**src/hw/rtl/bcla_pkg.sv**
```systemverilog
// bcla_pkg: shared types and constants for the contiguous line allocator
// field widths, operation codes and controller state encoding
// no dependencies
`default_nettype none

package bcla_pkg;

  localparam int OP_W    = 2;
  localparam int LEN_W   = 11;
  localparam int START_W = 10;
  localparam int BASE_W  = 10;
  localparam int FREE_W  = 11;
  localparam int LC_W    = 11;

  localparam logic [LC_W-1:0] LINE_COUNT_RST = 11'd1024;

  localparam logic [OP_W-1:0] OP_ALLOC = 2'd0;
  localparam logic [OP_W-1:0] OP_FREE  = 2'd1;
  localparam logic [OP_W-1:0] OP_QUERY = 2'd2;

  typedef enum logic [6:0] {
    S_CLEAR = 7'b0000001,
    S_COUNT = 7'b0000010,
    S_IDLE  = 7'b0000100,
    S_SCAN  = 7'b0001000,
    S_MARK  = 7'b0010000,
    S_FREE  = 7'b0100000,
    S_DONE  = 7'b1000000
  } state_t;

endpackage

`default_nettype wire

```
**src/hw/rtl/bitmap_contiguous_line_allocator_core.sv**
```systemverilog
// First-fit contiguous line allocator over a one-bit used/free line map.
// Channels: input transfer (in_op, in_run_length, in_start_line) on in_valid/in_ready,
// one result transfer per item on out_valid/out_ready, and cfg_we/cfg_wdata that
// writes line_count with no wait state. Depends on bcla_pkg.
//
// The used map sits in a single-port-write, single-port-read memory with a
// registered read port; one item is worked at a time by a sequencer that sweeps
// the memory one line per cycle.
// Work per item, from acceptance to result loaded in the output register:
//   query / reserved op : no sweep, straight to the finishing state
//   free                : read and write-back sweep of the managed lines in the range
//   allocate            : scan of the managed lines, then marking of the run from its
//                         base when one fits; a rejected length skips the scan
// The next item can be taken once the result is loaded and the sequencer is idle.
// After reset a clearing pass writes all MAX_LINES lines, then a recount of the
// managed lines runs; in_ready stays low meanwhile.
// Every line_count write starts the same recount, with in_ready low.
// The result register holds while out_ready is low; a new item is still taken
// and waits finished until the held result has been transferred.
`default_nettype none

module bitmap_contiguous_line_allocator_core #(
  parameter int MAX_LINES = 1024
) (
  input  wire                            clk,
  input  wire                            rst_n,
  input  wire                            cfg_we,
  input  wire  [bcla_pkg::LC_W-1:0]      cfg_wdata,
  input  wire                            in_valid,
  output logic                           in_ready,
  input  wire  [bcla_pkg::OP_W-1:0]      in_op,
  input  wire  [bcla_pkg::LEN_W-1:0]     in_run_length,
  input  wire  [bcla_pkg::START_W-1:0]   in_start_line,
  output logic                           out_valid,
  input  wire                            out_ready,
  output logic                           out_success,
  output logic [bcla_pkg::BASE_W-1:0]    out_found_base,
  output logic [bcla_pkg::FREE_W-1:0]    out_free_lines
);
  import bcla_pkg::*;

  localparam int IW = $clog2(MAX_LINES);
  localparam int CW = $clog2(MAX_LINES + 1);
  // one bit of headroom so start + length never wraps
  localparam int XW = ((CW > LEN_W) ? CW : LEN_W) + 1;

  // line map memory
  logic line_mem [MAX_LINES];
  logic          mem_q_r;
  logic          mem_we, mem_wd, mem_re;
  logic [IW-1:0] mem_wa, mem_ra;

  always_ff @(posedge clk) begin
    if (mem_we) line_mem[mem_wa] <= mem_wd;
    if (mem_re) mem_q_r <= line_mem[mem_ra];
  end

  state_t          state_r, state_nxt;
  logic [LC_W-1:0] line_count_r, line_count_nxt;
  logic [CW-1:0]   free_total_r, free_total_nxt;
  logic            recount_r, recount_nxt;
  logic [CW-1:0]   rp_r, rp_nxt;
  logic            rv_r, rv_nxt;
  logic [IW-1:0]   ra_r, ra_nxt;
  logic [CW-1:0]   acc_r, acc_nxt;
  logic [IW-1:0]   base_r, base_nxt;
  logic [CW-1:0]   end_r, end_nxt;
  logic [OP_W-1:0] op_r, op_nxt;
  logic [LEN_W-1:0] len_r, len_nxt;
  logic            ok_r, ok_nxt;
  logic            out_valid_r, out_valid_nxt;
  logic            out_success_r, out_success_nxt;
  logic [BASE_W-1:0] out_base_r, out_base_nxt;
  logic [FREE_W-1:0] out_free_r, out_free_nxt;

  logic [CW-1:0] eff;
  logic [XW-1:0] lc_x, eff_x, len_x, start_x, fend_x, run_nxt_x, base_x, ft_x;
  logic          in_xfer;

  // line_count clamped to 1..MAX_LINES
  always_comb begin
    lc_x = XW'(line_count_r);
    if (lc_x == '0)
      eff = CW'(1);
    else if (lc_x > XW'(MAX_LINES))
      eff = CW'(MAX_LINES);
    else
      eff = lc_x[CW-1:0];
  end

  assign eff_x    = XW'(eff);
  assign in_ready = (state_r == S_IDLE) && !recount_r && !cfg_we;
  assign in_xfer  = in_valid && in_ready;

  always_comb begin
    state_nxt       = state_r;
    line_count_nxt  = cfg_we ? cfg_wdata : line_count_r;
    free_total_nxt  = free_total_r;
    recount_nxt     = (cfg_we || recount_r) && (state_r != S_COUNT);
    rp_nxt          = rp_r;
    rv_nxt          = 1'b0;
    ra_nxt          = ra_r;
    acc_nxt         = acc_r;
    base_nxt        = base_r;
    end_nxt         = end_r;
    op_nxt          = op_r;
    len_nxt         = len_r;
    ok_nxt          = ok_r;
    out_valid_nxt   = out_valid_r && !out_ready;
    out_success_nxt = out_success_r;
    out_base_nxt    = out_base_r;
    out_free_nxt    = out_free_r;
    mem_we          = 1'b0;
    mem_wd          = 1'b0;
    mem_wa          = rp_r[IW-1:0];
    mem_re          = 1'b0;
    mem_ra          = rp_r[IW-1:0];
    len_x           = XW'(in_run_length);
    start_x         = XW'(in_start_line);
    fend_x          = start_x + len_x;
    if (fend_x > eff_x) fend_x = eff_x;
    run_nxt_x       = XW'(acc_r) + XW'(1);
    base_x          = XW'(base_r);
    ft_x            = XW'(free_total_r);

    unique case (state_r)
      S_CLEAR: begin
        mem_we = 1'b1;
        rp_nxt = rp_r + CW'(1);
        if (rp_r == CW'(MAX_LINES - 1)) begin
          state_nxt = S_COUNT;
          rp_nxt    = '0;
          acc_nxt   = '0;
        end
      end

      S_COUNT: begin
        if (rp_r < eff) begin
          mem_re = 1'b1;
          rp_nxt = rp_r + CW'(1);
          rv_nxt = 1'b1;
          ra_nxt = rp_r[IW-1:0];
        end
        if (rv_r && !mem_q_r) acc_nxt = acc_r + CW'(1);
        if (rp_r >= eff && !rv_r) begin
          free_total_nxt = acc_r;
          state_nxt      = S_IDLE;
        end
        // a register write mid-sweep restarts the count
        if (cfg_we) begin
          state_nxt = S_COUNT;
          rp_nxt    = '0;
          acc_nxt   = '0;
          rv_nxt    = 1'b0;
        end
      end

      S_IDLE: begin
        rp_nxt  = '0;
        acc_nxt = '0;
        if (recount_r) begin
          state_nxt = S_COUNT;
        end else if (in_xfer) begin
          op_nxt   = in_op;
          len_nxt  = in_run_length;
          base_nxt = '0;
          ok_nxt   = 1'b0;
          state_nxt = S_DONE;
          if (in_op == OP_ALLOC) begin
            if (in_run_length != '0 && len_x <= eff_x) begin
              state_nxt = S_SCAN;
              end_nxt   = eff;
            end
          end else if (in_op == OP_FREE) begin
            ok_nxt = 1'b1;
            if (start_x < fend_x) begin
              state_nxt = S_FREE;
              rp_nxt    = start_x[CW-1:0];
              end_nxt   = fend_x[CW-1:0];
            end
          end
        end
      end

      S_SCAN: begin
        if (rp_r < end_r) begin
          mem_re = 1'b1;
          rp_nxt = rp_r + CW'(1);
          rv_nxt = 1'b1;
          ra_nxt = rp_r[IW-1:0];
        end
        if (rv_r) begin
          if (!mem_q_r) begin
            if (acc_r == '0) base_nxt = ra_r;
            acc_nxt = acc_r + CW'(1);
            if (run_nxt_x == XW'(len_r)) begin
              // run found: mark it from its base
              state_nxt = S_MARK;
              rp_nxt    = (acc_r == '0) ? CW'(ra_r) : CW'(base_r);
              rv_nxt    = 1'b0;
            end
          end else begin
            acc_nxt = '0;
          end
        end else if (rp_r >= end_r) begin
          ok_nxt    = 1'b0;
          base_nxt  = '0;
          state_nxt = S_DONE;
        end
      end

      S_MARK: begin
        mem_we  = 1'b1;
        mem_wd  = 1'b1;
        rp_nxt  = rp_r + CW'(1);
        acc_nxt = acc_r - CW'(1);
        if (acc_r == CW'(1)) begin
          free_total_nxt = free_total_r - CW'(len_r);
          ok_nxt         = 1'b1;
          state_nxt      = S_DONE;
        end
      end

      S_FREE: begin
        if (rp_r < end_r) begin
          mem_re = 1'b1;
          rp_nxt = rp_r + CW'(1);
          rv_nxt = 1'b1;
          ra_nxt = rp_r[IW-1:0];
        end
        // write back the line whose read just returned
        if (rv_r) begin
          mem_we = 1'b1;
          mem_wa = ra_r;
          if (mem_q_r) acc_nxt = acc_r + CW'(1);
        end else if (rp_r >= end_r) begin
          free_total_nxt = free_total_r + acc_r;
          state_nxt      = S_DONE;
        end
      end

      S_DONE: begin
        if (!out_valid_r || out_ready) begin
          out_valid_nxt   = 1'b1;
          out_success_nxt = (op_r == OP_QUERY) ? (ft_x > XW'(len_r)) : ok_r;
          out_base_nxt    = base_x[BASE_W-1:0];
          out_free_nxt    = ft_x[FREE_W-1:0];
          state_nxt       = S_IDLE;
        end
      end

      default: begin
        state_nxt = S_IDLE;
      end
    endcase
  end

  always_ff @(posedge clk) begin
    if (!rst_n) begin
      state_r      <= S_CLEAR;
      line_count_r <= LINE_COUNT_RST;
      free_total_r <= '0;
      recount_r    <= 1'b0;
      rp_r         <= '0;
      rv_r         <= 1'b0;
      acc_r        <= '0;
      out_valid_r  <= 1'b0;
    end else begin
      state_r      <= state_nxt;
      line_count_r <= line_count_nxt;
      free_total_r <= free_total_nxt;
      recount_r    <= recount_nxt;
      rp_r         <= rp_nxt;
      rv_r         <= rv_nxt;
      acc_r        <= acc_nxt;
      out_valid_r  <= out_valid_nxt;
    end
  end

  always_ff @(posedge clk) begin
    ra_r          <= ra_nxt;
    base_r        <= base_nxt;
    end_r         <= end_nxt;
    op_r          <= op_nxt;
    len_r         <= len_nxt;
    ok_r          <= ok_nxt;
    out_success_r <= out_success_nxt;
    out_base_r    <= out_base_nxt;
    out_free_r    <= out_free_nxt;
  end

  assign out_valid      = out_valid_r;
  assign out_success    = out_success_r;
  assign out_found_base = out_base_r;
  assign out_free_lines = out_free_r;

  // free count never exceeds the managed lines once settled
  a_free_bound: assert property (@(posedge clk) disable iff (!rst_n)
    (state_r == S_IDLE && !recount_r) |-> (free_total_r <= eff))
    else $error("free count above managed line count");

  // marking stays inside the managed lines
  a_mark_range: assert property (@(posedge clk) disable iff (!rst_n)
    (state_r == S_MARK) |-> (rp_r < eff && acc_r != '0))
    else $error("run marking out of range");

  // an accepted item always leaves idle
  a_accept_busy: assert property (@(posedge clk) disable iff (!rst_n)
    in_xfer |=> (state_r != S_IDLE))
    else $error("accepted item not started");

  // a result is only loaded from the finishing state
  a_result_src: assert property (@(posedge clk) disable iff (!rst_n)
    $rose(out_valid_r) |-> $past(state_r == S_DONE))
    else $error("result loaded outside finish");

endmodule

`default_nettype wire

```
**config.mk**
```make
export PLATFORM = sky130hd
export DESIGN_NAME = bitmap_contiguous_line_allocator_core
export DESIGN_NICKNAME = d
export VERILOG_FILES = /design/src/hw/rtl/bcla_pkg.sv /design/src/hw/rtl/bitmap_contiguous_line_allocator_core.sv
export SDC_FILE = /design/constraint.sdc
export NUM_CORES = 2
export LEC_CHECK = 0
export BUFFER_PORTS_ARGS = -buffer_cell sky130_fd_sc_hd__buf_4
export CAP_MARGIN = 20
export CORE_ASPECT_RATIO = 2
export CORE_MARGIN = 1
export CORE_UTILIZATION = 60
export DETAILED_ROUTE_END_ITERATION = 8
export PLACE_DENSITY = 0.76
export SLEW_MARGIN = 0
export SYNTH_ARGS = -nofsm -noshare
export SYNTH_HDL_FRONTEND = slang
export SYNTH_SLANG_ARGS = --single-unit
```
**constraint.sdc**
```tcl
create_clock -name clk -period 41 [get_ports clk]
set_input_delay 2.05 -clock clk [delete_from_list [all_inputs] [get_ports clk]]
set_output_delay 2.05 -clock clk [all_outputs]
set_load 0.1 [all_outputs]
```
=== After elaboration in Yosys (flattened, before gate mapping) ===
Memory sizes are Yosys's and may differ from the RTL's. A register that Yosys moved wholly into a read port is not among the register bits.
Cells that the tools add are included.

* Reduce and logical (&&, ||, !) cells: 39
* Eq/ne operators: 37
* $lt $le $gt $ge: 9
* Multiplexer cells: 87
* Add/subtract/negate cells: 7
* Bitwise gates (word level): 1

{| class="wikitable"
|+ Operators with widths
! cell !! number
|-
| two-way mux 11 bit || 24
|-
| two-way mux 10 bit || 16
|-
| case mux 11 bit (6 select lines) || 2
|-
| two-way mux 7 bit || 16
|-
| case mux 7 bit (7 select lines) || 1
|-
| case mux 10 bit (2 select lines) || 2
|-
| case mux 11 bit (3 select lines) || 1
|-
| != test 2 bit, second input constant || 14
|-
| != test 3 bit, second input constant || 8
|-
| AND reduction 6 bit || 4
|-
| adder 11 x 1 -> 11 bit, second input constant || 2
|-
| >= comparator 11 bit || 2
|-
| zero test 11 bit || 2
|-
| less-than comparator 11 bit || 2
|-
| two-way mux 1 bit || 20
|-
| adder 10 x 11 -> 12 bit || 1
|-
| adder 11 x 1 -> 12 bit, second input constant || 1
|-
| == test 12 x 11 -> 1 bit || 1
|-
| greater-than comparator 12 x 11 -> 1 bit || 1
|-
| less-than comparator 10 x 12 -> 1 bit || 1
|-
| two-way mux 12 bit || 1
|-
| adder 11 bit || 1
|-
| == test 11 x 1 -> 1 bit, second input constant || 1
|-
| == test 11 x 10 -> 1 bit, second input constant || 1
|-
| other kinds (32) || 55
|}

* Memories kept: 1
* Output and inout port bits: 24
* Register bits after elaboration: 121
* Input port bits: 39
* Memory bits (writable): 1024

{| class="wikitable"
|+ Memories
! name !! words !! bits a word !! read ports !! clocked after Yosys merged registers in !! write ports !! line !! source
|-
| line_mem || 1024 || 1 || 1 || 1 || 1 || bitmap_contiguous_line_allocator_core.sv:48 || <nowiki>logic line_mem [MAX_LINES];</nowiki>
|}

=== Logic depth before layout (Yosys ltp) ===
* Depth in word-level cells: 12
* Gate-level depth with buffers: 28
* Depth with buffers taken out: 26

=== Worst setup path after synthesis ===
No wires, ideal clock.

* Path kind: flip-flop to flip-flop
* From: reg state_r[3]
* To: mem line_mem[0] (data pin)
* Path buffers: 3
* Setup time: 3.480 ns
* Slack: 20.760 ns
* Arrival time: 16.760 ns
* Required time: 37.520 ns
* Stages on the path, launching flop included: 7
* Path through: dfxtp_1 > clkbuf_2 > nor3_1 > nand3_1 > inv_1 > clkbuf_1 > clkbuf_1

* Longest elaborated chain between the ends: 2

{| class="wikitable"
|+ Ends and longest elaborated chain
! item !! line !! source
|-
| start, declared || bitmap_contiguous_line_allocator_core.sv:58 || <nowiki>state_t state_r, state_nxt;</nowiki>
|-
| start signal, assigned || bitmap_contiguous_line_allocator_core.sv:269 || <nowiki>state_r <= state_nxt;</nowiki>
|-
| == test 7 x 5 -> 1 bit || bitmap_contiguous_line_allocator_core.sv:126 || <nowiki>unique case (state_r)</nowiki>
|-
| two-way mux 1 bit || bitmap_contiguous_line_allocator_core.sv:126 ||
|-
| named net mem_wd || bitmap_contiguous_line_allocator_core.sv:50 || <nowiki>logic mem_we, mem_wd, mem_re;</nowiki>
|-
| end, declared || bitmap_contiguous_line_allocator_core.sv:48 ||
|}

The timed path passes the listed nets, and every way through them passes these cells.

=== Worst setup path in the final report ===
* From: in in_run_length[0] (netlist name)
* To: reg end_r[6] (enable)

* Longest elaborated chain between the ends: 6
* Elaborated cells on any way between the ends: 10
* Those cells by class: add/sub (1); order compare (3); eq/ne (1); mux (1); reduce/logical (4)

{| class="wikitable"
|+ Ends and longest elaborated chain
! item !! line !! source
|-
| start, declared || bitmap_contiguous_line_allocator_core.sv:32 || <nowiki>input wire [bcla_pkg::LEN_W-1:0] in_run_length,</nowiki>
|-
| adder 10 x 11 -> 12 bit || bitmap_contiguous_line_allocator_core.sv:120 || <nowiki>fend_x = start_x + len_x;</nowiki>
|-
| greater-than comparator 12 x 11 -> 1 bit || bitmap_contiguous_line_allocator_core.sv:121 || <nowiki>if (fend_x > eff_x) fend_x = eff_x;</nowiki>
|-
| two-way mux 12 bit || bitmap_contiguous_line_allocator_core.sv:121 ||
|-
| less-than comparator 10 x 12 -> 1 bit || bitmap_contiguous_line_allocator_core.sv:176 || <nowiki>if (start_x < fend_x) begin</nowiki>
|-
| nonzero test 2 bit (no line) || n/a ||
|-
| AND reduction 6 bit (no line) * || n/a ||
|-
| end signal, assigned || bitmap_contiguous_line_allocator_core.sv:283 || <nowiki>end_r <= end_nxt;</nowiki>
|-
| end, declared || bitmap_contiguous_line_allocator_core.sv:67 || <nowiki>logic [CW-1:0] end_r, end_nxt;</nowiki>
|}

Every way passes the cells marked *; elsewhere a longest branch is shown, timed or not.
A chain may end at the register's enable or synchronous reset.

==> flow_summary.yaml <==
logic_synthesis:
  yosys_warnings: 0
  yosysSeqAreaShare_pct: 63.0
  ys.flop_type: "edfxtp_1"
  synth_edf_count: 1092
  synthesis.nets: 4259
  synth_area_leaders: "edfxtp_1 61%, mux4_2 9.7%, nor2_1 7.9%"
  ys_async_sr_fraction_pct: 0
  post_synth.cell_area_avg_um2: 13.0
  synth-seq-cells: 1146
  yosysTopAreaCellShare_pct: 61.0
  syn_inst: 4128
  synth_area_um2: 53800
  synth_top_cell_by_area: "edfxtp_1"
  synth_cell_type_count: 82
setup_path:
  path_max_fanout: 12
  r2r_start: "line_count_r[10]$_SDFFE_PN1P_"
  end_kind: "flip-flop"
  worstSetupPathType: "input pin to flip-flop"
  rrSetupSlack_ns: 35.24
  r2r-end: "end_r[6]$_DFFE_PP_"
  cp.arrival_ns: 8.34
  required_ns: 41.39
  critPathLaunchType: "input pin"
  startpoint: "in_run_length[0]"
  cp_slowest_cell: "fa_1"
  crit_end: "end_r[6]$_DFFE_PP_"
  crit_path_max_incr_delay_ns: 0.40
  r2r_cells: 21
clock_tree:
  postCtsSetupBuffers: 0
  holdBufCountCts: 0
  clkSlewWorstSetupHoldPaths_ns: 0.07
  htreeDepth: 3
  clock_path_buffers: 3
  cts_sinks: 1146
  cts_tree: "done"
  cts_root_buf: "clkbuf_16"
  cts_buffers: 94
  clock_latency_ns: 0.72
  cts-resized-gates: 0
drt:
  drcViolationCount: 0
  ant_nets: 0
  num_vias: 35500
  first_iter_violations: 4353
  dr.pass1.iters: 8
  viasPerCell: 6.70
  finalWirelength_mm: 154
  wire_per_inst_um: 29.1
power:
  p_sw_mw: 0.910
  power.density_nw_per_um2: 48.9
  power.leakage_nw: 16.0
  seq_power_share_pct: 45.5
  ir_drop_v: 0.0000485
  clkPwrFrac_pct: 31.7
  sw_frac_of_total_pct: 31.8
  comb_power_share_pct: 22.8
  p_int_mw: 1.95
global_route:
  grt_max_degree: 307
  grt_pass1_vias: 35100
  grtUsageTotal_pct: 34.4
  antenna_found_initial: 3
  grt_overflow_total: 0
  grt_pass1_wl_mm: 222
sta:
  final-setup-viol-count: 0
  fin_tns_setup_ns: 0
  finalCritPeriodShare_pct: 19.4
  fmax_mhz: 126
  worst_pin_slew_ns: 1.31
  worst_clock_skew_ns: 0.0317
  relSlewSlack_pct: 11.2
  fin_crit_ns: 7.95
  hold_violations: 0
  grt_setup_unrepaired: "no"
  drv_slew: 0
finish:
  area_delta_synth_final_pct: 8.80
  layout-drive-gt1-share_pct: 14.7
  mostFrequentLayoutCell: "nor2_1"
  fin_area_um2: 58500
  fin_nets: 4169
  layout_common_cells: "1,125 x nor2_1, 1,092 x edfxtp_1, 232 x mux4_2"
  n_fill_cell: 6225
floorplanning:
  initial_core_util_pct: 60.4
  fp.dieArea_um2: 90900
  ios: 63
  core_um2: 89000
  die_x_um: 214
  fp.dieH_um: 425
  row_count: 155
worst_hold_path:
  min_path_type: "flip-flop to flip-flop"
  min_path_cells: 0
placed_design:
  io_buffers: 62
  place_congestion: 0.939
  dpl.hpwl_mm: 91.3
  placed_cell_area_um2: 55000
job:
  maxCapViolations: 0
status:
  status: "finished clean"
[registers in the layout (all words and copies together) (netlist names)]
signal and cells:
line_mem 1024, acc_r 11, end_r 11, free_total_r 11
len_r 11, line_count_r 11, out_free_lines 11, rp_r 11
base_r 10, out_found_base 10, ra_r 10, state_r 7
op_r 2, mem_q_r 1, ok_r 1, out_success 1
out_valid 1, recount_r 1, rv_r 1
[worst min-delay path by stage]
stage                                  startpoint                     endpoint  slack (ns)
after floorplan           base_r[1]$_SDFFCE_PN0P_  out_found_base[1]$_DFFE_PP_        0.43
after global placement    base_r[0]$_SDFFCE_PN0P_  out_found_base[0]$_DFFE_PP_        0.43
after detailed placement  base_r[0]$_SDFFCE_PN0P_  out_found_base[0]$_DFFE_PP_        0.44
after CTS                 base_r[0]$_SDFFCE_PN0P_  out_found_base[0]$_DFFE_PP_        0.46
after global routing      base_r[0]$_SDFFCE_PN0P_  out_found_base[0]$_DFFE_PP_        0.47
final                     base_r[0]$_SDFFCE_PN0P_  out_found_base[0]$_DFFE_PP_        0.46
[synthesized netlist by cell type (7+ instances only)]
cell,number
nor2_1,1127
edfxtp_1,1092
clkbuf_1,271
mux4_2,232
nand2_1,157
mux2i_1,134
ha_1,89
a21oi_1,84
o21ai_0,81
inv_1,73
dfxtp_1,54
nand3_1,42
nor3_1,41
nor2b_1,39
a221oi_1,38
xnor2_1,37
a22oi_1,35
buf_4,28
buf_2,25
a21o_1,24
nand4_1,23
o21a_1,23
nand2b_1,22
a31oi_1,21
buf_1,21
and3_1,20
o22ai_1,19
and2_1,18
o211ai_1,18
nor4_1,16
o211a_1,16
or3_1,15
xor2_1,14
a211oi_1,13
o221ai_1,12
o31ai_1,12
nor3b_1,10
a21boi_0,9
a22o_1,8
o21bai_1,7
[critical path, delay by kind of cell]
| kind | cells | cell delay (ns) |
|---|---|---|
| multiplexers | 1 | 0.26 |
| buffers and inverters | 4 | 0.86 |
| AND/OR/NAND/NOR | 4 | 0.53 |
| AO/OA/AOI/OAI | 15 | 3.19 |
| adder cells (fa/ha/maj) | 4 | 1.20 |
| XOR/XNOR | 1 | 0.21 |
[per-layer routing]
layer	global-route usage [%]	routed length [µm]
met1	36.9	47200
met2	58.1	76700
met3	7.32	15500
met4	27.9	14600
met5	0	27
[stage by stage]
step                      hold WS, ns  utilization, %  setup slack [ns]  instances  power, mW
after floorplan                 0.426               -             20.76       4128       1.71
after global placement          0.433            61.8             32.30       5099       1.95
after detailed placement        0.445            61.8             32.25       5102       1.96
after CTS                       0.460            65.3             33.00       5273       2.85
after global routing            0.474            65.7             32.57       5291       2.92
final                           0.458            65.7             33.05       5292       2.86
[cell families (layout without fill, tap and decap cells)]
| group | Yosys count | after routing | synth area share [%] |
|---|---|---|---|
| buffers and inverters | 426 | 411 | 3.29 |
| AO/OA/AOI/OAI | 483 | 483 | 6.32 |
| XOR/XNOR | 51 | 51 | 0.831 |
| flip-flops | 1146 | 1146 | 63.0 |
| multiplexers | 369 | 369 | 12.3 |
| other | 0 | 2 | 0 |
| adder cells (fa/ha/maj) | 92 | 92 | 2.18 |
| AND/OR/NAND/NOR | 1561 | 1561 | 12.1 |
[layout make-up]
type	count	area, µm²	share of cell area, %
inverters	76	293	0.500
repair buffers	164	1590	2.72
clock buffers	112	2480	4.25
well taps	1177	1470	2.52
flip-flops and latches	1146	33900	57.9
clock inverters	59	553	0.945
diodes	2	5.00	0.00855
multi-input cells	2556	18200	31.1
[power groups by stage]
stage | clock [mW] | combinational, mW | sequential [mW]
floorplan | 0 | 0.407 | 1.30
global placement | 0 | 0.629 | 1.33
detailed placement | 0 | 0.633 | 1.33
CTS | 0.913 | 0.634 | 1.30
global route | 0.953 | 0.671 | 1.30
finish | 0.907 | 0.654 | 1.30
No activity file was read; power rests on OpenSTA's default activity.
